[src/rtl/core/lrm_pkg.sv]
// ----------------------------------------------------------------------------
// lrm_pkg: shared constants and types of the line regex matcher
// Character codes, register indexes and the compiler status bundle.
// ----------------------------------------------------------------------------
package lrm_pkg;

    localparam int MAX_PATTERN_DEF = 16;   // default pattern capacity
    localparam int BYTE_W          = 8;
    localparam int CFG_W           = 64;   // widest configuration register
    localparam int CFG_IDX_W       = 2;
    localparam int LEN_W           = 5;    // pattern_length register

    // character codes
    localparam logic [BYTE_W-1:0] CH_NEWLINE = 8'h0A;
    localparam logic [BYTE_W-1:0] CH_CARET   = 8'h5E;
    localparam logic [BYTE_W-1:0] CH_DOLLAR  = 8'h24;
    localparam logic [BYTE_W-1:0] CH_DOT     = 8'h2E;
    localparam logic [BYTE_W-1:0] CH_STAR    = 8'h2A;

    // configuration register indexes
    localparam logic [CFG_IDX_W-1:0] REG_PAT_LOW  = 2'd0;
    localparam logic [CFG_IDX_W-1:0] REG_PAT_HIGH = 2'd1;
    localparam logic [CFG_IDX_W-1:0] REG_PAT_LEN  = 2'd2;

    // compiler status seen by the datapath
    typedef struct packed {
        logic busy;          // compile pass running
        logic anchored;      // leading '^'
        logic end_anchored;  // trailing '$'
    } t_cmp_status;

endpackage

[src/rtl/core/line_regex_matcher.sv]
// ----------------------------------------------------------------------------
// line_regex_matcher: streaming line matcher for a small regex language
// Byte-in, flag-out matcher; one result per newline.
// ----------------------------------------------------------------------------
// Text bytes stream in at one byte per clock and each newline byte produces
// one transfer on the output: 1 if the line just ended contains a match of
// the programmed pattern. The pattern language is the classic tiny one:
// leading '^' anchors to line start, trailing '$' to line end, '.' matches
// any byte, "c*" is zero or more of c, and anything else (a leading '*'
// included) is literal. Zero bytes are accepted and dropped. The sustained
// rate is one byte per cycle, set by the update of the active position
// register between the input and result registers, unless a compile pass or
// a newline waiting on a full result register stalls the input. Every
// configuration write starts a compile pass that walks the pattern from a
// start state, a character or a starred pair per step, while the input side
// stalls; the match state of a line in progress is kept across it.
// ----------------------------------------------------------------------------
module line_regex_matcher #(
    parameter int MAX_PATTERN = lrm_pkg::MAX_PATTERN_DEF
) (
    input  logic                          i_clk,
    input  logic                          i_rst_n,
    // configuration write port
    input  logic                          i_cfg_we,
    input  logic [lrm_pkg::CFG_IDX_W-1:0] i_cfg_index,
    input  logic [lrm_pkg::CFG_W-1:0]     i_cfg_data,
    // text input
    input  logic                          i_in_valid,
    output logic                          o_in_stall,
    input  logic [lrm_pkg::BYTE_W-1:0]    i_in_text_byte,
    // match result
    output logic                          o_out_valid,
    input  logic                          i_out_stall,
    output logic                          o_out_line_matched
);

    localparam int CNT_W = $clog2(MAX_PATTERN + 1);

    // input register
    logic                       r_in_valid;
    logic [lrm_pkg::BYTE_W-1:0] r_in_byte;
    // result register
    logic                       r_out_valid;
    logic                       r_out_matched;

    logic [lrm_pkg::BYTE_W-1:0] tok_ch [MAX_PATTERN];
    logic [MAX_PATTERN-1:0]     tok_star;
    logic [CNT_W-1:0]           tok_count;
    lrm_pkg::t_cmp_status       cmp_status;

    logic is_newline;
    logic is_zero;
    logic out_free;
    logic fire;
    logic line_matched;

    lrm_compiler #(
        .MAX_PATTERN (MAX_PATTERN)
    ) u_compiler (
        .i_clk       (i_clk),
        .i_rst_n     (i_rst_n),
        .i_cfg_we    (i_cfg_we),
        .i_cfg_index (i_cfg_index),
        .i_cfg_data  (i_cfg_data),
        .o_tok_ch    (tok_ch),
        .o_tok_star  (tok_star),
        .o_tok_count (tok_count),
        .o_status    (cmp_status)
    );

    assign is_newline = (r_in_byte == lrm_pkg::CH_NEWLINE);
    assign is_zero    = (r_in_byte == '0);

    // result slot is free when empty or being drained this cycle
    assign out_free = !r_out_valid || !i_out_stall;

    // the held byte is consumed once the token list is stable; a newline
    // also needs room in the result register
    assign fire = r_in_valid && !cmp_status.busy && (!is_newline || out_free);

    // input register refills in the same cycle it is consumed
    assign o_in_stall = cmp_status.busy || (r_in_valid && !fire);

    lrm_nfa #(
        .MAX_PATTERN (MAX_PATTERN)
    ) u_nfa (
        .i_clk          (i_clk),
        .i_rst_n        (i_rst_n),
        .i_step         (fire && !is_zero),
        .i_byte         (r_in_byte),
        .i_tok_ch       (tok_ch),
        .i_tok_star     (tok_star),
        .i_tok_count    (tok_count),
        .i_status       (cmp_status),
        .o_line_matched (line_matched)
    );

    always_ff @(posedge i_clk) begin
        if (!i_rst_n) begin
            r_in_valid <= 1'b0;
        end else if (!o_in_stall) begin
            r_in_valid <= i_in_valid;
        end
    end

    always_ff @(posedge i_clk) begin
        if (!o_in_stall) begin
            r_in_byte <= i_in_text_byte;
        end
    end

    always_ff @(posedge i_clk) begin
        if (!i_rst_n) begin
            r_out_valid <= 1'b0;
        end else if (fire && is_newline) begin
            r_out_valid <= 1'b1;
        end else if (!i_out_stall) begin
            r_out_valid <= 1'b0;
        end
    end

    always_ff @(posedge i_clk) begin
        if (fire && is_newline) begin
            r_out_matched <= line_matched;
        end
    end

    assign o_out_valid        = r_out_valid;
    assign o_out_line_matched = r_out_matched;

endmodule

[src/rtl/core/lrm_compiler.sv]
// ----------------------------------------------------------------------------
// lrm_compiler: pattern registers and token compiler
// Holds the configuration registers and, after each write, walks the pattern
// a character, or a character with its star, per step to build the token list.
// ----------------------------------------------------------------------------
module lrm_compiler #(
    parameter int MAX_PATTERN = lrm_pkg::MAX_PATTERN_DEF
) (
    input  logic                             i_clk,
    input  logic                             i_rst_n,
    input  logic                             i_cfg_we,
    input  logic [lrm_pkg::CFG_IDX_W-1:0]    i_cfg_index,
    input  logic [lrm_pkg::CFG_W-1:0]        i_cfg_data,
    output logic [lrm_pkg::BYTE_W-1:0]       o_tok_ch [MAX_PATTERN],
    output logic [MAX_PATTERN-1:0]           o_tok_star,
    output logic [$clog2(MAX_PATTERN+1)-1:0] o_tok_count,
    output lrm_pkg::t_cmp_status             o_status
);

    localparam int IDX_W  = $clog2(MAX_PATTERN + 1);
    localparam int PIDX_W = (MAX_PATTERN > 1) ? $clog2(MAX_PATTERN) : 1;

    typedef enum logic [1:0] {
        C_IDLE,
        C_START,
        C_SCAN
    } t_cstate;

    t_cstate                          r_state;
    logic [lrm_pkg::CFG_W-1:0]        r_pat_low;
    logic [lrm_pkg::CFG_W-1:0]        r_pat_high;
    logic [lrm_pkg::LEN_W-1:0]        r_pat_len;
    logic [IDX_W-1:0]                 r_idx;
    logic [IDX_W-1:0]                 r_count;
    logic                             r_anchored;
    logic                             r_end_anchored;
    logic [lrm_pkg::BYTE_W-1:0]       r_tok_ch [MAX_PATTERN];
    logic [MAX_PATTERN-1:0]           r_tok_star;

    logic [2*lrm_pkg::CFG_W-1:0]      pat_flat;
    logic [lrm_pkg::BYTE_W-1:0]       c_arr [MAX_PATTERN];
    logic [IDX_W-1:0]                 len_raw;
    logic [IDX_W-1:0]                 idx_p1;
    logic [lrm_pkg::BYTE_W-1:0]       ci;
    logic [lrm_pkg::BYTE_W-1:0]       cn;
    logic                             cur_ok;
    logic                             has_next;
    logic                             star_next;
    logic                             last_char;
    logic                             anch_now;

    assign pat_flat = {r_pat_high, r_pat_low};

    always_comb begin
        for (int p = 0; p < MAX_PATTERN; p++) begin
            c_arr[p] = pat_flat[p*lrm_pkg::BYTE_W +: lrm_pkg::BYTE_W];
        end
    end

    // lengths above capacity are clipped
    assign len_raw = (r_pat_len > lrm_pkg::LEN_W'(MAX_PATTERN)) ? IDX_W'(MAX_PATTERN)
                                                                 : r_pat_len[IDX_W-1:0];

    assign idx_p1    = r_idx + IDX_W'(1);
    assign ci        = (r_idx < len_raw) ? c_arr[r_idx[PIDX_W-1:0]] : '0;
    assign cur_ok    = (ci != '0);       // a zero character ends the pattern
    assign has_next  = (idx_p1 < len_raw);
    assign cn        = has_next ? c_arr[idx_p1[PIDX_W-1:0]] : '0;
    assign star_next = (cn == lrm_pkg::CH_STAR);
    assign last_char = (cn == '0);
    assign anch_now  = (len_raw != '0) && (c_arr[0] == lrm_pkg::CH_CARET);

    always_ff @(posedge i_clk) begin
        if (!i_rst_n) begin
            r_state        <= C_IDLE;
            r_pat_low      <= '0;
            r_pat_high     <= '0;
            r_pat_len      <= '0;
            r_idx          <= '0;
            r_count        <= '0;
            r_anchored     <= 1'b0;
            r_end_anchored <= 1'b0;
            r_tok_star     <= '0;
        end else if (i_cfg_we) begin
            case (i_cfg_index)
                lrm_pkg::REG_PAT_LOW:  r_pat_low  <= i_cfg_data;
                lrm_pkg::REG_PAT_HIGH: r_pat_high <= i_cfg_data;
                lrm_pkg::REG_PAT_LEN:  r_pat_len  <= i_cfg_data[lrm_pkg::LEN_W-1:0];
                default: ;
            endcase
            r_state <= C_START;
        end else begin
            case (r_state)
                C_IDLE: ;
                C_START: begin
                    r_anchored     <= anch_now;
                    r_end_anchored <= 1'b0;
                    r_idx          <= anch_now ? IDX_W'(1) : '0;
                    r_count        <= '0;
                    r_tok_star     <= '0;
                    r_state        <= C_SCAN;
                end
                C_SCAN: begin
                    if (!cur_ok) begin
                        r_state <= C_IDLE;
                    end else if (star_next) begin
                        r_tok_ch[r_count[PIDX_W-1:0]]   <= ci;
                        r_tok_star[r_count[PIDX_W-1:0]] <= 1'b1;
                        r_count <= r_count + IDX_W'(1);
                        r_idx   <= r_idx + IDX_W'(2);
                    end else if (ci == lrm_pkg::CH_DOLLAR && last_char) begin
                        r_end_anchored <= 1'b1;
                        r_idx          <= idx_p1;
                    end else begin
                        r_tok_ch[r_count[PIDX_W-1:0]] <= ci;
                        r_count <= r_count + IDX_W'(1);
                        r_idx   <= idx_p1;
                    end
                end
                default: r_state <= C_IDLE;
            endcase
        end
    end

    assign o_tok_ch                = r_tok_ch;
    assign o_tok_star              = r_tok_star;
    assign o_tok_count             = r_count;
    assign o_status.busy           = (r_state != C_IDLE);
    assign o_status.anchored       = r_anchored;
    assign o_status.end_anchored   = r_end_anchored;

endmodule

[src/rtl/core/lrm_nfa.sv]
// ----------------------------------------------------------------------------
// lrm_nfa: bit-parallel match state
// Active token positions and line flags, advanced by one text byte per step.
// ----------------------------------------------------------------------------
module lrm_nfa #(
    parameter int MAX_PATTERN = lrm_pkg::MAX_PATTERN_DEF
) (
    input  logic                             i_clk,
    input  logic                             i_rst_n,
    input  logic                             i_step,
    input  logic [lrm_pkg::BYTE_W-1:0]       i_byte,
    input  logic [lrm_pkg::BYTE_W-1:0]       i_tok_ch [MAX_PATTERN],
    input  logic [MAX_PATTERN-1:0]           i_tok_star,
    input  logic [$clog2(MAX_PATTERN+1)-1:0] i_tok_count,
    input  lrm_pkg::t_cmp_status             i_status,
    output logic                             o_line_matched
);

    localparam int CNT_W = $clog2(MAX_PATTERN + 1);

    logic [MAX_PATTERN:0] r_active;
    logic                 r_found;
    logic                 r_at_start;

    logic [MAX_PATTERN:0] mask;
    logic [MAX_PATTERN:0] accept_hot;
    logic [MAX_PATTERN:0] entry_raw;
    logic [MAX_PATTERN:0] entry_set;
    logic [MAX_PATTERN:0] next_raw;
    logic [MAX_PATTERN:0] next_set;
    logic                 accept_now;
    logic                 accept_next;
    logic                 is_newline;

    // star tokens pass activity on to the following position; a carry-style chain
    function automatic logic [MAX_PATTERN:0] closure(input logic [MAX_PATTERN:0] s,
                                                     input logic [MAX_PATTERN-1:0] st);
        logic [MAX_PATTERN:0] c;
        c = s;
        for (int k = 0; k < MAX_PATTERN; k++) begin
            c[k+1] = c[k+1] | (c[k] & st[k]);
        end
        return c;
    endfunction

    always_comb begin
        for (int j = 0; j <= MAX_PATTERN; j++) begin
            mask[j] = (CNT_W'(j) <= i_tok_count);
        end
    end

    assign accept_hot = {{MAX_PATTERN{1'b0}}, 1'b1} << i_tok_count;

    always_comb begin
        entry_raw    = r_active & mask;
        entry_raw[0] = entry_raw[0] | r_at_start | !i_status.anchored;
    end

    assign entry_set = closure(entry_raw, i_tok_star);

    always_comb begin
        next_raw = '0;
        for (int k = 0; k < MAX_PATTERN; k++) begin
            if (entry_set[k] && (CNT_W'(k) < i_tok_count) &&
                (i_tok_ch[k] == lrm_pkg::CH_DOT || i_tok_ch[k] == i_byte)) begin
                if (i_tok_star[k]) begin
                    next_raw[k] = 1'b1;
                end else begin
                    next_raw[k+1] = 1'b1;
                end
            end
        end
    end

    assign next_set    = closure(next_raw, i_tok_star);
    assign accept_now  = |(entry_set & accept_hot);
    assign accept_next = |(next_set & accept_hot);
    assign is_newline  = (i_byte == lrm_pkg::CH_NEWLINE);

    assign o_line_matched = r_found | accept_now;

    always_ff @(posedge i_clk) begin
        if (!i_rst_n) begin
            r_active   <= '0;
            r_found    <= 1'b0;
            r_at_start <= 1'b1;
        end else if (i_step) begin
            if (is_newline) begin
                r_active   <= '0;
                r_found    <= 1'b0;
                r_at_start <= 1'b1;
            end else begin
                r_active   <= next_set;
                r_found    <= r_found | (!i_status.end_anchored & (accept_now | accept_next));
                r_at_start <= 1'b0;
            end
        end
    end

endmodule
[config.mk]
export PLATFORM = sky130hd
export DESIGN_NAME = line_regex_matcher
export DESIGN_NICKNAME = d
export VERILOG_FILES = /design/src/rtl/core/lrm_pkg.sv /design/src/rtl/core/line_regex_matcher.sv /design/src/rtl/core/lrm_compiler.sv /design/src/rtl/core/lrm_nfa.sv
export SDC_FILE = /design/constraint.sdc
export NUM_CORES = 1
export LEC_CHECK = 0
export BUFFER_PORTS_ARGS = -buffer_cell sky130_fd_sc_hd__buf_2
export CELL_PAD_IN_SITES_DETAIL_PLACEMENT = 0
export CELL_PAD_IN_SITES_GLOBAL_PLACEMENT = 1
export CORE_UTILIZATION = 45
export DETAILED_ROUTE_END_ITERATION = 8
export PLACE_DENSITY_LB_ADDON = 0.15
export RECOVER_POWER = 25
export SLEW_MARGIN = 20
export SYNTH_ARGS = -nofsm -noshare
export SYNTH_HDL_FRONTEND = slang
export SYNTH_SLANG_ARGS = --single-unit
[constraint.sdc]
create_clock -name i_clk -period 5.1 [get_ports i_clk]
set_input_delay 0.51 -clock i_clk [delete_from_list [all_inputs] [get_ports i_clk]]
set_output_delay 0.51 -clock i_clk [all_outputs]
set_load 0.02 [all_outputs]
### Word level (Yosys, flattened, before mapping)

Index checks and enable logic that the tools add are counted.

| word-level totals | value |
|---|---|
| register bits after elaboration | 321 |
| bits of input ports | 79 |
| output and inout bits | 3 |

| operators by class | value |
|---|---|
| add/sub/neg operators | 3 |
| magnitude comparators | 42 |
| equal/unequal tests | 50 |
| shifts and indexed selects | 1 |
| muxes and demuxes | 87 |
| bitwise gates (word level) | 80 |
| reductions and logical operators | 90 |

Operator list:

| cell | number |
|---|---|
| $mux W128 | 2 |
| $eq A8 B6 Y1 const B | 18 |
| $bwmux W128 | 1 |
| $eq A8 B8 Y1 | 16 |
| $bmux W8 S4 | 2 |
| $mux W8 | 7 |
| $and A17 B17 Y17 | 3 |
| $mux W1 | 42 |
| $logic_and A1 B1 Y1 | 41 |
| $le A4 B5 Y1 const A | 8 |
| $lt A4 B5 Y1 const A | 8 |
| $or A1 B1 Y1 | 37 |
| $mux W2 | 17 |
| $reduce_or A17 Y1 | 2 |
| $and A1 B1 Y1 | 33 |
| $demux W8 S4 | 1 |
| $mux W16 | 2 |
| $pmux W16 S2 | 1 |
| $mux W5 | 6 |
| $le A3 B5 Y1 const A | 4 |
| $lt A3 B5 Y1 const A | 4 |
| $pmux W5 S2 | 2 |
| $logic_or A1 B1 Y1 | 19 |
| $mux W17 | 1 |
| other kinds (39) | 76 |

### Longest topological paths before layout

Gate-level depths: netlist (run 1).

| logic depth | value |
|---|---|
| depth in word-level cells | 46 |
| depth in mapped cells | 15 |
| depth with buffers taken out | 13 |

### Modules after synthesis

A second synthesis (run 1) with hierarchy kept.

| unflattened totals | value |
|---|---|
| cell total of the unflattened synthesis | 1737 |
| area total of the unflattened synthesis | 16980.0 µm² |

Modules (own cells, without submodules):

| module | times used | cells an instance | area an instance (µm²) | seq. area each (µm²) |
|---|---|---|---|---|
| lrm_compiler | 1 | 1143 | 12500.7 | 7106.8 |
| lrm_nfa | 1 | 564 | 4030.1 | 380.4 |
| line_regex_matcher | 1 | 30 | 449.2 | 310.3 |

### Worst setup path after synthesis (run 1)

Ideal clock, no wire load.

| path | value |
|---|---|
| path type | register -> register |
| start | reg u_compiler.r_idx[0] |
| end | reg u_compiler.r_tok_ch, in the netlist u_compiler.o_tok_ch[48], enable pin |
| arrival | 3.661 ns |
| required time | 4.730 ns |
| setup slack | 1.069 ns |
| stages on the path, launching flop included | 12 |
| clock period less this slack | 4.031 ns |
| cell sequence | dfxtp_1 buf_6 or3b_1 a21o_1 a21o_1 a21o_1 a211oi_1 nor4_1 a21boi_4 nor4_1 nand2_1 nor2_1 |

RTL lines:

| element | line | source |
|---|---|---|
| start: declaration | lrm_compiler.sv:33 | `logic [IDX_W-1:0] r_idx;` |
| start signal: assignment | lrm_compiler.sv:98 | `r_idx <= anch_now ? IDX_W'(1) : '0;` |
| start signal: assignment | lrm_compiler.sv:110 | `r_idx <= r_idx + IDX_W'(2);` |
| start signal: assignment | lrm_compiler.sv:113 | `r_idx <= idx_p1;` |
| $not A4 Y5 (not written as such) | lrm_compiler.sv:65 | `assign ci = (r_idx < len_raw) ? c_arr[r_idx[PIDX_W-1:0]] : '0;` |
| $bmux W8 S4 | lrm_compiler.sv:65 |  |
| $mux W8 (not written as such) (2 in series) | lrm_compiler.sv:65 |  |
| $mux W8 (*) | lrm_compiler.sv:65 |  |
| named net u_compiler.ci, one bit | lrm_compiler.sv:44 | `logic [lrm_pkg::BYTE_W-1:0] ci;` |
| $eq A8 B6 Y1 | lrm_compiler.sv:111 | `end else if (ci == lrm_pkg::CH_DOLLAR && last_char) begin` |
| $logic_and A1 B1 Y1 | lrm_compiler.sv:111 |  |
| $ne A2 B1 Y1 (no source line) | n/a |  |
| $reduce_and A5 Y1 (no source line) (*) | n/a |  |
| end signal: indexed assignment | lrm_compiler.sv:107 | `r_tok_ch[r_count[PIDX_W-1:0]] <= ci;` |
| end signal: indexed assignment | lrm_compiler.sv:115 | `r_tok_ch[r_count[PIDX_W-1:0]] <= ci;` |
| end: declaration | lrm_compiler.sv:37 | `logic [lrm_pkg::BYTE_W-1:0] r_tok_ch [MAX_PATTERN];` |

Mark *: on every way through the listed nets, which the timed path passes. The rest lies on a longest branch. The select of a mux whose other input is x is not followed.
A chain may end at the register's enable or synchronous reset.

### Final worst setup path (run 1)

| path | value |
|---|---|
| start | reg u_compiler.r_count[1], in the netlist u_compiler.o_tok_count[1] |
| end | reg u_nfa.r_found |

| on the way | value |
|---|---|
| word-level cells in the longest chain between the ends | 46 |

RTL lines:

| element | line | source |
|---|---|---|
| start: declaration | lrm_compiler.sv:34 | `logic [IDX_W-1:0] r_count;` |
| start signal: assignment | lrm_compiler.sv:109 | `r_count <= r_count + IDX_W'(1);` |
| start signal: assignment | lrm_compiler.sv:116 | `r_count <= r_count + IDX_W'(1);` |
| $le A1 B5 Y1 | lrm_nfa.sv:48 | `mask[j] = (CNT_W'(j) <= i_tok_count);` |
| $and A17 B17 Y17 | lrm_nfa.sv:55 | `entry_raw = r_active & mask;` |
| $or A1 B1 Y1 (2 in series) | lrm_nfa.sv:56 | `entry_raw[0] = entry_raw[0] \| r_at_start \| !i_status.anchored;` |
| $and A1 B1 Y1 or $logic_and A1 B1 Y1 (tied branches) | lrm_nfa.sv:41, lrm_nfa.sv:64 |  |
| $or A1 B1 Y1 or $logic_and A1 B1 Y1 (tied branches) | lrm_nfa.sv:41, lrm_nfa.sv:64 |  |
| $and A1 B1 Y1, or another cell as far along | lrm_nfa.sv:41 | `c[k+1] = c[k+1] \| (c[k] & st[k]);` |
| $or A1 B1 Y1, or another cell as far along | lrm_nfa.sv:41 |  |
| $and A1 B1 Y1, or another cell as far along | lrm_nfa.sv:41 |  |
| [29 not listed] | n/a |  |
| $and A1 B1 Y1 | lrm_nfa.sv:41 |  |
| $or A1 B1 Y1 | lrm_nfa.sv:41 |  |
| $and A17 B17 Y17 | lrm_nfa.sv:77 | `assign accept_next = \|(next_set & accept_hot);` |
| $reduce_or A17 Y1 | lrm_nfa.sv:77 |  |
| $or A1 B1 Y1 (*) | lrm_nfa.sv:94 | `r_found <= r_found \| (!i_status.end_anchored & (accept_now \| accept_next));` |
| $and A1 B1 Y1 (*) | lrm_nfa.sv:94 |  |
| $or A1 B1 Y1 (*) | lrm_nfa.sv:94 |  |
| $mux W1 (*) | lrm_nfa.sv:88 | `if (is_newline) begin` |
| end signal: assignment | lrm_nfa.sv:94 |  |
| end: declaration | lrm_nfa.sv:22 | `logic r_found;` |

Mark *: on every way between the ends. The rest lies on a longest branch, timed or not.

==> results of run 1 <==
## report_power, final
group | internal [mW] | total (mW) | switching [mW]
Combinational | 0.163 | 0.375 | 0.212
Sequential | 2.71 | 2.77 | 0.0656
Clock | 1.74 | 2.84 | 1.10
Total | 4.61 | 5.99 | 1.38
## routing by layer
layer | up-vias | track usage | part of all wire
li1 | 6262 | - | -
met1 | 6610 | 0.359 | 0.43
met2 | 453 | 0.464 | 0.48
met3 | 111 | 0.0344 | 0.052
met4 | 0 | 0.120 | 0.040
met5 | - | 0 | 0
## critical path: cells and delay by family (launching register included)
kind	cells	cell delay [ps]
AO/OA/AOI/OAI	8	2450
adder cells (fa/ha/maj)	1	430
AND/OR/NAND/NOR	3	820
buffers and inverters	1	180
flip-flops	1	710
## path summary, 6_finish.rpt
check / startpoint / endpoint / slack, ps / cells after the start
worst min-delay path: i_in_text_byte[3] / r_in_byte[3] / 120 / 1
worst max-delay path: u_compiler.o_tok_count[1] / u_nfa.r_found / 380 / 13
worst max register to register: u_compiler.o_tok_count[1] / u_nfa.r_found / 380 / 13
worst min register to register: u_compiler.r_pat_high[45] / u_compiler.r_pat_high[45] / 480 / 2
## metrics by stage
stage          hold slack, ps  worst slack, ps   util
3_5_place_dp              476              586  0.483
3_3_place_gp              466              659  0.483
5_1_grt                   109             8.25  0.519
6_report                  125              382  0.519
2_1_floorplan             450             1070      -
4_1_cts                  97.3              499  0.519
## synth_stat cells, types with 34 or more instances
cell type / number
nand2_1: 328
mux4_2: 60
dfxtp_1: 184
a21boi_0: 137
nor4_1: 46
edfxtp_1: 137
xnor2_1: 57
xor2_1: 73
a21oi_1: 68
o21ai_0: 34
clkbuf_1: 68
nor2_1: 73
## kinds of logic (layout without fill, tap and decap cells)
group,Yosys count,in the layout
buffers and inverters,140,212
multiplexers,72,72
XOR/XNOR,131,131
AO/OA/AOI/OAI,378,378
adder cells (fa/ha/maj),19,19
AND/OR/NAND/NOR,636,636
flip-flops,321,321
## cell type report
type / instances / share of cell area
flip-flops and latches: 321 / 0.408
repair buffers: 114 / 0.0344
inverters: 31 / 0.00608
multi-input cells: 1236 / 0.450
well taps: 504 / 0.0330
clock buffers: 53 / 0.0584
clock inverters: 14 / 0.0103
## registers in the layout, summed over array words and instances, names as in the netlist, 5 cells and up
| name | count |
|---|---|
| r_in_byte | 8 |
| u_compiler.o_tok_ch | 128 |
| u_compiler.o_tok_count | 5 |
| u_compiler.o_tok_star | 16 |
| u_compiler.r_idx | 5 |
| u_compiler.r_pat_high | 64 |
| u_compiler.r_pat_len | 5 |
| u_compiler.r_pat_low | 64 |
| u_nfa.r_active | 17 |
## what timing repair did
action / 4_1_cts / 5_1_grt
endpoints found under the setup margin: 0 / 1
setup buffers: 0 / 0
resized for setup: 0 / 1
==> impl_metrics.env, run 1 <==
export IMPL_io_pins=82
export IMPL_drt_pass1_iter_count=5
export IMPL_required_ps=5550
export IMPL_die_area_mm2=0.0385
export IMPL_synth_fa_ha_area_frac=0.0140
export IMPL_synth_top_area_cell="edfxtp_1"
export IMPL_fmax_mhz=212
export IMPL_hold_class="input port to flip-flop"
export IMPL_drive_above_1_share=0.149
export IMPL_multi_input_area_mm2=0.00861
export IMPL_start_util=0.460
export IMPL_diodes=0
export IMPL_drc=0
export IMPL_violations="capacitance limit, slew limit"
export IMPL_fin_crit_sh=0.925
export IMPL_max_cap_violations=4
export IMPL_first_iter_violations=1228
export IMPL_nFillCells=3413
export IMPL_overflow=0
export IMPL_placedCellCount=2205
export IMPL_layout_commonest_cell="nand2_1"
export IMPL_place_hpwl_um=36800
export IMPL_syn_inst=1697
export IMPL_wirelength_um=52300
export IMPL_layout_nets=1839
export IMPL_synthMuxAreaShare=0.0868
export IMPL_ir_worst_vdd_mv=0.230
export IMPL_cts_tree="yes"
export IMPL_fin_crit_ps=4720
export IMPL_skew_ps=23.4
export IMPL_viasPerCell=5.91
export IMPL_max_slew_margin=-1.17
export IMPL_clk_latency_ps=570
export IMPL_ctsHoldBuffers=0
export IMPL_grt_pass1_wl_um=80100
export IMPL_rsz0062_at_grt="no"
export IMPL_die_height_um=196
export IMPL_slowest_stage="dfxtp_1"
export IMPL_worstPathCellList="inv_1 > ha_1 > nor3_1 > a311oi_1 > a2111oi_0 > nor4_1 > a221o_1 > a21oi_1 > o2111ai_1 > a2111oi_0 > and4_1 > o2111ai_1 > o31a_1"
export IMPL_syn_cell_area_mm2=0.0170
export IMPL_vias=13400
export IMPL_synth_edf_count=137
export IMPL_setup_viol=0
export IMPL_wl_per_cell_um=23.0
export IMPL_synth_xor_area_frac=0.0681
export IMPL_synth_simple_gate_area_frac=0.179
export IMPL_synth_flop_cell="dfxtp_1"
export IMPL_cts_buffer_depth=3
export IMPL_tns_ps=0
export IMPL_grt_max_degree=92
export IMPL_synth_area_leaders="edfxtp_1 (24%), dfxtp_1 (22%), mux4_2 (8.0%)"
export IMPL_cts_num_sinks=321
export IMPL_final_cell_mix="nand2_1 (328), dfxtp_1 (183), a21boi_0 (137), edfxtp_1 (137), buf_2 (77)"
export IMPL_yosysTopAreaCellShare=0.243
export IMPL_grt_pass1_vias=13100
export IMPL_async_reset_ff_frac=0
export IMPL_io_buffer_count=81
export IMPL_dpl_instance_area_mm2=0.0178
export IMPL_synth_compound_area_frac=0.157
export IMPL_status="finished, violations left"
export IMPL_yosys_warnings=0
export IMPL_cp_max_fo=17
export IMPL_ant_nets=0
export IMPL_start_kind="flip-flop"
export IMPL_rows=70
export IMPL_end_kind="flip-flop"
export IMPL_finalMaxSlewViolations=303
export IMPL_syn_to_final_growth_pct=12.8
export IMPL_cts_buffers=37
export IMPL_synth_lib_cells_used_distinct=81
export IMPL_synthesis_nets=1795
export IMPL_p_leak_nw=6.33
export IMPL_p_per_area_mw_per_mm2=313
export IMPL_register_area_mm2=0.00780
export IMPL_avgSynthCellArea_um2=9.99
export IMPL_cp_arrival_ps=5170
export IMPL_hold_viol_final=0
export IMPL_core_mm2=0.0369
export IMPL_antenna_found_initial=0
export IMPL_grt_use_total=0.276
export IMPL_clk_pin_slew_ps=60
export IMPL_path_class="flip-flop to flip-flop"
export IMPL_die_width_um=196
export IMPL_stdcell_area_mm2=0.0191
export IMPL_synth_top_family_by_area="simple AND/OR/NAND/NOR gates"
export IMPL_fin_cells=2273
export IMPL_ys_ff_latch=321
export IMPL_power_mw=5.99
export IMPL_gp_congestion=0.974
export IMPL_max_stage_delay_ps=710
export IMPL_h_tree_depth=2
export IMPL_cts_root_buf="clkbuf_16"
export IMPL_ys_seq_area_frac=0.460
export IMPL_worstMarginPinSlew_ps=3250
Power figures use the tool's default switching activity.
==> run 2: changes to the inputs <==
--- a/config.mk
+++ b/config.mk
@@ -5,10 +5,12 @@
 export SDC_FILE = /design/constraint.sdc
 export NUM_CORES = 1
 export LEC_CHECK = 0
+export ABC_AREA = 1
 export BUFFER_PORTS_ARGS = -buffer_cell sky130_fd_sc_hd__buf_2
 export CELL_PAD_IN_SITES_DETAIL_PLACEMENT = 0
 export CELL_PAD_IN_SITES_GLOBAL_PLACEMENT = 1
 export CORE_UTILIZATION = 45
+export CTS_BUF_LIST = sky130_fd_sc_hd__clkbuf_4
 export DETAILED_ROUTE_END_ITERATION = 8
 export PLACE_DENSITY_LB_ADDON = 0.15
 export RECOVER_POWER = 25
==> impl_metrics.env, run 2 <==
export IMPL_register_area_mm2=0.00780
export IMPL_place_hpwl_um=36500
export IMPL_die_area_mm2=0.0377
export IMPL_viasPerCell=5.43
export IMPL_final_util=0.531
export IMPL_fin_crit_sh=0.840
export IMPL_cts_root_buf="clkbuf_4"
export IMPL_synthesis_nets=2228
export IMPL_cts_tree="yes"
export IMPL_ys_seq_area_frac=0.469
export IMPL_combinationalPowerShare=0.159
export IMPL_start_kind="input port"
export IMPL_cts_buffers=87
export IMPL_finalMaxSlewViolations=197
export IMPL_pwr_share_seq=0.473
export IMPL_hold_class="input port to flip-flop"
export IMPL_crit_end="u_compiler.r_pat_low[40]"
export IMPL_antenna_found_initial=1
export IMPL_crit_buf_inv=2
export IMPL_r2r_start="u_compiler.r_idx[0]"
export IMPL_ctsHoldBuffers=67
export IMPL_p_per_area_mw_per_mm2=309
export IMPL_nFillCells=3489
export IMPL_synth_area_leaders="edfxtp_1 (25%), dfxtp_1 (22%), nand2_1 (7.5%)"
export IMPL_fmax_mhz=233
export IMPL_io_buffer_count=81
export IMPL_max_stage_delay_ps=1980
export IMPL_syn_cell_area_mm2=0.0166
export IMPL_rows=70
export IMPL_clkPwrFrac=0.368
export IMPL_ys_ff_latch=321
export IMPL_synth_xor_area_frac=0.0474
export IMPL_reg2reg_to="u_compiler.o_tok_ch[11]"
export IMPL_synth_top_family_by_area="simple AND/OR/NAND/NOR gates"
export IMPL_ant_nets=0
export IMPL_violations="capacitance limit, slew limit"
export IMPL_grt_pass1_vias=15200
export IMPL_rsz0062_at_grt="no"
export IMPL_required_ps=5800
export IMPL_synth_edf_count=137
export IMPL_cts_num_sinks=321
export IMPL_place_ws_ps=928
export IMPL_avgSynthCellArea_um2=7.81
export IMPL_h_tree_depth=3
export IMPL_power_mw=5.99
export IMPL_syn_to_final_growth_pct=16.5
export IMPL_cts_buffer_depth=3
export IMPL_cp_arrival_ps=4980
export IMPL_post_cts_setup_buffers=0
export IMPL_first_iter_violations=1159
export IMPL_status="finished, violations left"
export IMPL_tns_ps=0
export IMPL_skew_ps=43.7
export IMPL_gp_congestion=0.907
export IMPL_core_mm2=0.0365
export IMPL_synth_simple_gate_area_frac=0.223
export IMPL_vias=15400
export IMPL_clk_latency_ps=800
export IMPL_path_depth=4
export IMPL_drive_above_1_share=0.134
export IMPL_reg2reg_depth=14
export IMPL_p_sw_frac=0.299
export IMPL_drt_pass1_iter_count=6
export IMPL_clk_pin_slew_ps=60
export IMPL_hold_viol_final=0
export IMPL_overflow=0
export IMPL_worstPathCellList="clkbuf_1 > clkbuf_1 > o21ai_0 > nor2_1"
export IMPL_crit_path_start="i_rst_n"
export IMPL_final_cell_mix="nand2_1 (331), nor2_1 (305), o21ai_0 (224), a21oi_1 (204), dfxtp_1 (182)"
export IMPL_die_height_um=194
export IMPL_yosysTopAreaCellShare=0.247
export IMPL_ir_worst_vdd_mv=0.184
export IMPL_synth_flop_cell="dfxtp_1"
export IMPL_end_kind="flip-flop"
export IMPL_grt_use_total=0.287
export IMPL_synth_compound_area_frac=0.177
export IMPL_layout_nets=2398
export IMPL_slowest_stage="clkbuf_1"
export IMPL_worstMarginPinSlew_ps=2700
export IMPL_synth_common_cells="nand2_1 (331), nor2_1 (306), o21ai_0 (224)"
export IMPL_synth_top_area_cell="edfxtp_1"
export IMPL_path_class="input port to flip-flop"
export IMPL_cp_common_cell="clkbuf_1"
export IMPL_cpLargestDelayFamily="buffers and inverters"
export IMPL_power_internal_mw=4.20
export IMPL_max_slew_margin=-0.798
export IMPL_syn_inst=2130
export IMPL_yosysMostFrequentCell="nand2_1"
export IMPL_synth_fa_ha_area_frac=0.0143
export IMPL_grt_max_degree=83
export IMPL_io_pins=82
export IMPL_setup_viol=0
export IMPL_die_width_um=194
export IMPL_async_reset_ff_frac=0
export IMPL_grt_pass1_wl_um=83600
export IMPL_power_switching_mw=1.79
export IMPL_drc=0
export IMPL_wirelength_um=53200
export IMPL_whs_ps=40.1
export IMPL_cts_resized_gates=0
export IMPL_layout_commonest_cell="nand2_1"
export IMPL_fin_crit_ps=4280
export IMPL_synth_lib_cells_used_distinct=50
export IMPL_cp_max_fo=76
export IMPL_start_util=0.456
export IMPL_p_leak_nw=7.67
export IMPL_setup_slack_ps=816
export IMPL_wl_per_cell_um=18.8
export IMPL_largest_reg_flops=128
export IMPL_max_cap_violations=3
export IMPL_yosys_warnings=0
export IMPL_multi_input_area_mm2=0.00772
export IMPL_synthMuxAreaShare=0
export IMPL_reg2reg_slack_ps=870
==> run 2: logic make-up after synthesis <==
family          Yosys count
xor+xnor                 90
buf+inv                 307
fa+ha+maj                19
compound gates          528
simple gates            865
flops                   321
==> run 2: metal layers <==
layer | wire, um | global-route usage
met3 | 2590 | 0.0417
met4 | 2560 | 0.162
met1 | 21600 | 0.336
met2 | 26500 | 0.504
met5 | 0 | 0
==> run 2: area by class of cell <==
class                   count  share of cell area
flip-flops and latches    321               0.403
multi-input cells        1502               0.398
repair buffers            200              0.0773
clock buffers             114              0.0442
inverters                 188              0.0365
well taps                 468              0.0302
clock inverters            42              0.0109
diodes                      2            0.000258
==> run 2: worst register-to-register path: stages, from the launching register on <==
cell,delay [ps]
dfxtp_4,570
clkinv_2,440
buf_12,310
o211ai_1,210
o21ai_0,190
a22o_1,260
a311oi_2,260
buf_4,320
nor4_1,110
nand3_1,80
inv_1,60
nor2_1,150
nand3_1,100
buf_4,230
nor2_1,550
==> run 2: worst min path at each step <==
stage / startpoint / to / slack (ps) / depth (start not counted)
after floorplan: u_nfa.r_at_start / u_nfa.r_at_start / 430 / 2
after global placement: u_nfa.r_at_start / u_nfa.r_at_start / 440 / 2
after detailed placement: u_nfa.r_at_start / u_nfa.r_at_start / 450 / 2
after CTS: i_cfg_data[13] / u_compiler.r_pat_high[13] / 0.07 / 3
after global routing: i_cfg_data[13] / u_compiler.r_pat_high[13] / 30 / 3
final: i_cfg_data[13] / u_compiler.r_pat_high[13] / 40 / 3
==> run 2: power groups by stage <==
stage | clock [mW] | combinational, mW | sequential, mW
floorplan | 0 | 0.578 | 2.85
global placement | 0 | 0.898 | 2.89
detailed placement | 0 | 0.907 | 2.89
CTS | 2.28 | 0.949 | 2.83
global route | 2.40 | 1.05 | 2.84
finish | 2.20 | 0.955 | 2.83
==> run 2: stage by stage <==
step,instances,cell area [um2]
floorplan,2130,16600
global placement,2612,17600
detailed placement,2612,17600
CTS,2835,19400
global route,2837,19400
finish,2837,19400
==> run 3: changes to the inputs <==
--- a/config.mk
+++ b/config.mk
@@ -5,7 +5,7 @@
 export SDC_FILE = /design/constraint.sdc
 export NUM_CORES = 1
 export LEC_CHECK = 0
-export ABC_AREA = 1
+export ABC_AREA = 0
 export BUFFER_PORTS_ARGS = -buffer_cell sky130_fd_sc_hd__buf_2
 export CELL_PAD_IN_SITES_DETAIL_PLACEMENT = 0
 export CELL_PAD_IN_SITES_GLOBAL_PLACEMENT = 1
==> constraint.sdc (replaced) <==
create_clock -name i_clk -period 4.4 [get_ports i_clk]
set_input_delay 0.44 -clock i_clk [delete_from_list [all_inputs] [get_ports i_clk]]
set_output_delay 0.44 -clock i_clk [all_outputs]
set_load 0.02 [all_outputs]
==> impl_metrics.env, run 3 (same netlist as run 1, synthesis figures left out) <==
export IMPL_viasPerCell=5.65
export IMPL_hp_start="i_cfg_index[1]"
export IMPL_setup_viol=0
export IMPL_syn_to_final_growth_pct=17.5
export IMPL_antenna_found_initial=2
export IMPL_die_width_um=196
export IMPL_hold_class="input port to flip-flop"
export IMPL_gp_congestion=0.919
export IMPL_drt_pass1_iter_count=5
export IMPL_io_buffer_count=81
export IMPL_core_mm2=0.0369
export IMPL_fin_crit_ps=4140
export IMPL_p_per_area_mw_per_mm2=320
export IMPL_layout_nets=1993
export IMPL_skew_ps=52.7
export IMPL_start_kind="flip-flop"
export IMPL_fin_cells=2472
export IMPL_h_tree_depth=3
export IMPL_overflow=0
export IMPL_placedCellCount=2236
export IMPL_status="finished, violations left"
export IMPL_grt_pass1_wl_um=80300
export IMPL_violations="capacitance limit, slew limit"
export IMPL_place_hpwl_um=36300
export IMPL_cts_num_sinks=321
export IMPL_post_cts_setup_buffers=0
export IMPL_whs_ps=329
export IMPL_cp_common_cell="buf_4"
export IMPL_ant_nets=0
export IMPL_grt_pass1_vias=14000
export IMPL_layout_commonest_cell="nand2_1"
export IMPL_first_iter_violations=901
export IMPL_ir_worst_vdd_mv=0.224
export IMPL_p_leak_nw=6.81
export IMPL_die_area_mm2=0.0385
export IMPL_hold_viol_final=0
export IMPL_setup_slack_ps=264
export IMPL_drc=0
export IMPL_path_class="flip-flop to output port"
export IMPL_nFillCells=3420
export IMPL_cpLargestDelayFamily="simple AND/OR/NAND/NOR gates"
export IMPL_wl_per_cell_um=21.1
export IMPL_clk_pin_slew_ps=70
export IMPL_cts_tree="yes"
export IMPL_r2r_start="u_compiler.r_idx[0]"
export IMPL_crit_buf_inv=4
export IMPL_die_height_um=196
export IMPL_ctsHoldBuffers=75
export IMPL_worstPathCellList="buf_4 > or4_1 > nor3_1 > and3_1 > buf_4 > nand4_1 > and2_1 > inv_1 > buf_2"
export IMPL_largest_reg_flops=128
export IMPL_wirelength_um=52000
export IMPL_rows=70
export IMPL_drive_above_1_share=0.187
export IMPL_grt_max_degree=122
export IMPL_vias=14000
export IMPL_final_cell_mix="nand2_1 (328), dfxtp_1 (183), a21boi_0 (137), edfxtp_1 (137), clkbuf_4 (129)"
export IMPL_rsz0062_at_grt="no"
export IMPL_max_cap_violations=4
export IMPL_start_util=0.460
export IMPL_slowest_stage="edfxtp_1"
export IMPL_cts_root_buf="clkbuf_4"
export IMPL_max_slew_margin=-1.14
export IMPL_fin_crit_sh=0.940
export IMPL_place_ws_ps=370
export IMPL_grt_use_total=0.277
export IMPL_cts_buffer_depth=3
export IMPL_fmax_mhz=242
export IMPL_cts_buffers=86
export IMPL_tns_ps=0
export IMPL_worstMarginPinSlew_ps=3200
export IMPL_end_kind="output port"
export IMPL_finalMaxSlewViolations=272
export IMPL_cp_arrival_ps=3700
export IMPL_final_util=0.541
export IMPL_io_pins=82
export IMPL_clk_latency_ps=780
export IMPL_crit_path_start="r_in_byte[4]"
export IMPL_cts_resized_gates=0
export IMPL_required_ps=3960
export IMPL_max_stage_delay_ps=600
export IMPL_cp_max_fo=9
[run 3: cell count changes in the layout (fill, tap and decap cells not counted), sizes merged, moves of 60 or more]
| cell | before | now |
|---|---|---|
| o21ai | 227 | 35 |
| nand3 | 96 | 20 |
| mux4 | 0 | 60 |
| inv | 186 | 32 |
| a21oi | 206 | 69 |
| a21boi | 0 | 140 |
| nor2 | 309 | 73 |
[run 3: final cells by class]
cell class	instances	area, um2	share of cell area
Tap cell	504	631	0.0316
Sequential cell	321	7800	0.391
Inverter	31	116	0.00584
Antenna cell	2	5.00	0.000251
Clock buffer	129	968	0.0486
Multi-Input combinational cell	1236	8590	0.431
Clock inverter	30	153	0.00766
Timing Repair Buffer	219	1660	0.0834
[run 3: where the power goes]
group,switching (mW),internal [mW],leakage (nW)
Combinational,0.265,0.241,3.42
Sequential,0.0624,3.14,2.72
Clock,1.26,1.41,0.672
Total,1.59,4.78,6.81
[run 3: worst reg2reg max path: cells and delay by family (launching register included)]
family | cells | cell delay, ps
flops | 1 | 350
compound gates | 4 | 680
simple gates | 5 | 1310
fa+ha+maj | 2 | 840
buf+inv | 2 | 500
[run 3: routing by layer]
metal | global-route usage | up-vias | wire (um)
met3 | 0.0502 | 96 | 2710
met1 | 0.348 | 6826 | 21900
met5 | 0 | - | 0
met4 | 0.137 | 0 | 2200
met2 | 0.457 | 417 | 25200
li1 | - | 6638 | -
[run 3: metrics by stage]
step	total power, mW	cell area [um2]
final	6.38	19900
after global routing	6.67	19900
after CTS	6.47	20000
after detailed placement	3.72	18100
after global placement	3.71	18100
after floorplan	3.52	17000
[run 3: path summary, 6_finish.rpt]
path                         endpoint  slack, ps  depth (start not counted)
max                        o_in_stall        260                          9
min           u_compiler.r_pat_len[0]        330                          4
max reg2reg   u_compiler.o_tok_ch[20]        350                         13
min reg2reg  u_compiler.r_pat_low[29]        480                          2
